$ cat config.mk
export PLATFORM = sky130hd
export DESIGN_NAME = spms_fifo
export DESIGN_NICKNAME = d
export VERILOG_FILES = /design/src/rtl/spms_fifo.sv
export SDC_FILE = /design/constraint.sdc
export NUM_CORES = 1
export LEC_CHECK = 0
export ABC_AREA = 1
export BUFFER_PORTS_ARGS = -buffer_cell sky130_fd_sc_hd__buf_4
export CAP_MARGIN = 40
export CORE_MARGIN = 3
export CORE_UTILIZATION = 35
export CTS_BUF_LIST = sky130_fd_sc_hd__clkbuf_8
export DETAILED_ROUTE_END_ITERATION = 10
export PLACE_DENSITY = 0.58
export SLEW_MARGIN = 0
export SYNTH_ARGS = -nofsm -noshare
export SYNTH_HDL_FRONTEND = slang
export SYNTH_SLANG_ARGS = --single-unit
export TNS_END_PERCENT = 5
$ cat constraint.sdc
create_clock -name clk -period 1.2 [get_ports clk]
set_input_delay 0.24 -clock clk [delete_from_list [all_inputs] [get_ports clk]]
set_output_delay 0.24 -clock clk [all_outputs]
set_load 0.05 [all_outputs]
$ cat src/rtl/spms_fifo.sv
`default_nettype none
// ----------------------------------------------------------------------------
// spms_fifo: two-entry register queue
// Holds beats between the front and back, and results for the consumer.
// Ignores a write while full, even when a read happens in the same cycle.
// ----------------------------------------------------------------------------
module spms_fifo #(
	parameter int unsigned WIDTH = 8
) (
	input  wire logic             clk,
	input  wire logic             arst_n,
	input  wire logic             wr_en,
	input  wire logic [WIDTH-1:0] wr_data,
	output logic                  full,
	input  wire logic             rd_en,
	output logic      [WIDTH-1:0] rd_data,
	output logic                  empty
);
	localparam int unsigned DEPTH = 2;
	localparam int unsigned PTR_W = $clog2(DEPTH);
	localparam int unsigned CNT_W = $clog2(DEPTH + 1);

	logic [WIDTH-1:0] mem_q [DEPTH];
	logic [PTR_W-1:0] wr_ptr_q;
	logic [PTR_W-1:0] rd_ptr_q;
	logic [CNT_W-1:0] count_q;
	logic             wr_go;
	logic             rd_go;

	assign full    = (count_q == CNT_W'(DEPTH));
	assign empty   = (count_q == '0);
	assign wr_go   = wr_en && !full;
	assign rd_go   = rd_en && !empty;
	assign rd_data = mem_q[rd_ptr_q];

	// advance pointers and occupancy
	always_ff @(posedge clk or negedge arst_n) begin
		if (!arst_n) begin
			wr_ptr_q <= '0;
			rd_ptr_q <= '0;
			count_q  <= '0;
		end else begin
			if (wr_go) begin
				wr_ptr_q <= wr_ptr_q + 1'b1;
			end
			if (rd_go) begin
				rd_ptr_q <= rd_ptr_q + 1'b1;
			end
			if (wr_go && !rd_go) begin
				count_q <= count_q + 1'b1;
			end else if (rd_go && !wr_go) begin
				count_q <= count_q - 1'b1;
			end
		end
	end

	// store the incoming beat
	always_ff @(posedge clk) begin
		if (wr_go) begin
			mem_q[wr_ptr_q] <= wr_data;
		end
	end

`ifndef SYNTHESIS
	a_count_range: assert property (@(posedge clk) disable iff (!arst_n)
		count_q <= CNT_W'(DEPTH))
		else $error("fifo occupancy beyond depth");
	a_write_only_grows: assert property (@(posedge clk) disable iff (!arst_n)
		(wr_go && !rd_go) |=> (count_q == $past(count_q) + 1'b1))
		else $error("fifo lost a written beat");
	a_read_only_shrinks: assert property (@(posedge clk) disable iff (!arst_n)
		(rd_go && !wr_go) |=> (count_q == $past(count_q) - 1'b1))
		else $error("fifo repeated a beat");
`endif

endmodule
`default_nettype wire

=== After elaboration in Yosys (flattened, before gate mapping) ===
Memory sizes are Yosys's and may differ from the RTL's.
Index checks and enable logic that the tools add are counted.

* Memory bits (writable): 16
* Register bits: 4
* Memories kept: 1
* Output and inout port bits: 10
* Bits of input ports: 12

{| class="wikitable"
|+ Memory list
! memory !! words !! bits a word !! rd ports !! clocked after Yosys merged registers in !! wr ports !! RTL line !! RTL
|-
| mem_q || 2 || 8 || 1 || 0 || 1 || 23 || <nowiki>logic [WIDTH-1:0] mem_q [DEPTH];</nowiki>
|}

* Mux-type cells: 4
* Equal/unequal tests: 1
* Add/subtract/negate cells: 4
* Reduce and logical (&&, ||, !) cells: 10

{| class="wikitable"
|+ Operators with widths
! kind !! number
|-
| $logic_and 1x1->1 || 4
|-
| $logic_not 1->1 || 4
|-
| $mux 2 || 2
|-
| $add 1x1->1 const B || 2
|-
| $add 2x1->2 const B || 1
|-
| $eq 2x2->1 const B || 1
|-
| $logic_not 2->1 || 1
|-
| $mux 1 || 2
|-
| $reduce_bool 2->1 || 1
|-
| $sub 2x1->2 const B || 1
|}

=== Depth between registers and ports, before layout ===
* Word-level depth: 7
* Mapped depth: 9

=== Worst setup path before layout ===
Ideal clock, no wire load.

* Path type: flip-flop to flip-flop
* Start: register count_q[0]
* End: register count_q[1]
* Setup slack: -458 ps
* Data arrival time: 1541 ps
* Setup time: 117 ps
* Cell stages (with the launch flop): 8
* Path through: dfrtp_1 nor2_2 nor2_2 ha_1 inv_1 nand3_1 nand2_1 nand2_1

* Longest elaborated chain between the ends: 6
* Elaborated cells on any way between the ends: 15
* Those cells by class: add/sub (2); eq/ne (1); mux (2); reduce/logical (10)

{| class="wikitable"
|+ Ends and longest elaborated chain
! item !! RTL line !! RTL
|-
| start, declared || 26 || <nowiki>logic [CNT_W-1:0] count_q;</nowiki>
|-
| start signal, assigned || 50 || <nowiki>count_q <= count_q + 1'b1;</nowiki>
|-
| start signal, assigned || 52 || <nowiki>count_q <= count_q - 1'b1;</nowiki>
|-
| $eq 2x2->1 * || 30 || <nowiki>assign full = (count_q == CNT_W'(DEPTH));</nowiki>
|-
| named net full || 14 || <nowiki>output logic full,</nowiki>
|-
| $logic_not 1->1 * || 32 || <nowiki>assign wr_go = wr_en && !full;</nowiki>
|-
| $logic_and 1x1->1 * || 32 ||
|-
| named net wr_go || 27 || <nowiki>logic wr_go;</nowiki>
|-
| $logic_not 1->1 || 51 || <nowiki>end else if (rd_go && !wr_go) begin</nowiki>
|-
| $logic_and 1x1->1 || 51 ||
|-
| $reduce_bool 2->1 (no source line) || -- ||
|}

Mark *: on every way through the listed nets, which the timed path passes. The rest lies on a longest branch. The select of a mux whose other input is x is not followed.
A chain may end at the register's enable or synchronous reset.

=== Worst setup path in the final report ===
* Start: register count_q[0]
* End: output port empty

* Longest elaborated chain between the ends: 1

{| class="wikitable"
|+ Ends and longest elaborated chain
! item !! RTL line !! RTL
|-
| $logic_not 2->1 || 31 || <nowiki>assign empty = (count_q == '0);</nowiki>
|-
| end, declared || 17 || <nowiki>output logic empty</nowiki>
|}

No other way between the ends.

==> results.py <==
metrics = {
    "place": {
        "placement.cell_area_um2": 1090,
        "globalplace.congestion": 0.734,
        "place_hpwl_mm": 1.09,
        "port_buffers": 21,
        "dp_cells": 132,
    },
    "sta": {
        "relSlewSlack_pct": 72.4,
        "fin_crit_sh_pct": 116,
        "setup_viol": 20,
        "fin_skew_ns": 0.00354,
        "maxSlewViolCount": 0,
        "hold_viol": 0,
        "max_freq_mhz": 721,
        "rsz0062_at_grt": "yes",
        "final.min_clock_period_ns": 1.39,
        "worst_pin_slew_ns": 0.410,
        "fin_ws_ns": -0.187,
    },
    "floorplanning": {
        "io_pins": 22,
        "rows": 16,
        "die_y_um": 54.1,
        "dieWidth_um": 54.1,
        "fp.coreArea_um2": 2080,
        "initial_core_util_pct": 38.9,
        "die_area_um2": 2930,
    },
    "synthesis": {
        "ys_seq_area_share_pct": 71.7,
        "synth.most_common_cell": "nand2_1",
        "synth_top_area_share_pct": 59.4,
        "synth-compound-area-share_pct": 1.24,
        "synth-edff-count": 16,
        "async_flop_share_pct": 20.0,
        "ys_warn_count": 0,
        "synthMuxAreaShare_pct": 0,
        "synth_seq_cells": 20,
        "synthXorXnorAreaFrac_pct": 1.08,
        "yosys.area_share.adder_pct": 1.55,
        "syn_area_um2": 810,
        "synth_area_leaders": "edfxtp_1 (59%), nand2_1 (15%), dfrtp_1 (12%)",
        "synthTopCellsByCount": "nand2_1 (33), edfxtp_1 (16), inv_1 (7)",
        "syn_avg_cell_area_um2": 11.1,
        "synth_top_area_cell": "edfxtp_1",
        "synth.distinct_cells": 14,
        "synthFlopType": "edfxtp_1",
        "synth.net_count": 86,
        "synth_top_family_by_area": "simple AND/OR/NAND/NOR gates",
        "yosys.area_share.simple_pct": 20.1,
        "syn_inst": 73,
    },
    "hold_path": {
        "hp-class": "in -> reg",
        "hold_start": "wr_data[4]",
    },
    "routing": {
        "final_antenna_net_count": 0,
        "drt-total-wl_mm": 1.51,
        "vias_per_cell": 4.40,
        "wl_per_cell_um": 10.8,
        "num_vias": 616,
        "dr.pass1.iters": 4,
        "drc": 0,
        "drt_iter0_drc": 4,
    },
    "global_route": {
        "antenna_found_initial": 0,
        "grt_pass1_vias": 596,
        "grt_max_degree": 12,
        "track_usage_pct": 12.1,
        "grt.overflow.total": 0,
        "grt_pass1_wl_mm": 2.39,
    },
    "setup_path": {
        "max_stage_delay_ns": 0.41,
        "critPathLaunch": "count_q[0]",
        "worst_setup_path_start_kind": "flip-flop",
        "path_max_fanout": 4,
        "worst_ep_required_time_ns": 0.96,
        "worstSetupEndpointType": "output port",
        "slowest_stage": "dfrtp_2",
        "path_common_cell": "buf_6",
        "cp_cell_sequence": "buf_6, buf_6, nor2_4, buf_6",
        "crit_arrival_ns": 1.15,
        "path_class": "reg -> out",
        "timing.rr.start": "count_q[1]",
    },
    "final_layout": {
        "drive_above_1_share_pct": 46.9,
        "antenna_cells": 0,
        "instances_no_fill": 140,
        "stdcell_area_um2": 1270,
        "num-nets-final": 127,
        "area_growth_syn_to_layout_pct": 57.5,
    },
    "clocking": {
        "cts.sinks": 20,
        "htree_num_levels": 1,
        "clockBufferDepth": 2,
        "cts_tree": "built",
        "cts-root-buf": "clkbuf_8",
        "cts_made_buffers": 3,
        "clk_pin_slew_ns": 0.07,
        "clock_latency_ns": 0.25,
    },
    "run_status": {
        "violations": "setup timing",
        "status": "complete, but fails checks",
    },
    "power_and_ir_drop": {
        "ir_worst_vdd_uv": 1640,
        "powerDensity_nw_per_um2": 2920,
        "leakage_nw": 0.577,
    },
    "flow_run": {
        "cap_violations": 0,
    },
}
[power by group]
| group | leakage (nW) | internal, mW | total [mW] | switching (mW) |
|---|---|---|---|---|
| clock network | 0.0231 | 0.227 | 0.427 | 0.200 |
| logic | 0.359 | 0.927 | 2.23 | 1.30 |
| registers | 0.195 | 0.972 | 1.07 | 0.102 |
| total | 0.577 | 2.13 | 3.73 | 1.60 |
[final timing paths]
kind / end / slack, ns / cells past startpoint
min: mem_q[0][4] / 0.17 / 1
max: empty / -0.19 / 4
max reg2reg: count_q[1] / -0.13 / 7
min reg2reg: wr_ptr_q / 0.52 / 2
max in group asynchronous: rd_ptr_q / 0.76 / 2
min in group asynchronous: count_q[0] / 0.33 / 2
[through the flow]
stage	utilization [%]	TNS [ns]	total power, mW	setup slack [ns]	hold slack [ns]
3_3_place_gp	52.6	-2.34	2.88	-0.212	0.0410
5_1_grt	61.2	-4.67	3.96	-0.235	0.157
2_1_floorplan	-	-2.35	2.20	-0.258	-0.0556
3_5_place_dp	52.6	-2.94	2.90	-0.264	0.0427
4_1_cts	58.1	-3.08	3.56	-0.190	0.163
6_report	61.2	-2.90	3.73	-0.187	0.167
[timing repair]
action,4_1_cts,5_1_grt
cloned,0,1
pin swaps,1,4
setup endpoints to repair,28,28
hold buffers,1,0
setup buffers,0,2
endpoints found under the hold margin,4,0
gates resized for setup,17,11
[cell families (layout without fill, tap and decap cells)]
kind of cell / Yosys count / in the layout
AND/OR/NAND/NOR: 40 / 40
flip-flops: 20 / 20
buffers and inverters: 9 / 49
AO/OA/AOI/OAI: 2 / 2
adder cells (fa/ha/maj): 1 / 1
XOR/XNOR: 1 / 1
[per-layer routing]
layer  GRT usage (%)  vias up  wire, um
li1                -      316         -
met1            14.3      277       660
met2            20.0       19       749
met3            2.49        4        71
met4            7.47        0        31
met5               0        -         0
[layout by cell type, fill, tap and decap left out]
cell	Yosys	routed
nor2_4	0	3
inv_1	7	6
dfrtp_2	0	2
inv_4	0	1
buf_4	0	21
nand3b_1	1	1
edfxtp_1	16	16
xnor2_1	1	1
nand2_2	0	4
o21ai_0	2	1
nor2_2	2	1
nand4_1	1	1
clkinvlp_4	0	1
clkinv_1	0	1
buf_6	0	12
nand2_1	33	29
clkbuf_8	0	3
dfrtp_1	4	2
inv_2	1	1
dlygate4sd3_1	0	1
nand3_1	1	1
buf_8	0	2
ha_4	0	1
o21ai_2	0	1
[critical path: cells and delay by family, from the launching register on]
family | cells | cell delay [ns]
buffers and inverters | 3 | 0.41
flip-flops | 1 | 0.41
AND/OR/NAND/NOR | 1 | 0.08
[registers in the layout, indices dropped and copies added, names as in the netlist]
name and flops:
wr_ptr_q 1, rd_ptr_q 1, mem_q 16, count_q 2
[final cells by class]
class	instances	area, um^2
Tap cell	27	33.8
Inverter	8	32.5
Timing Repair inverter	1	7.51
Multi-Input combinational cell	44	240
Clock buffer	3	41.3
Timing Repair Buffer	36	333
Clock inverter	1	3.75
Sequential cell	20	583
Fill cell	166	807
(Power assumes the default switching activity.)
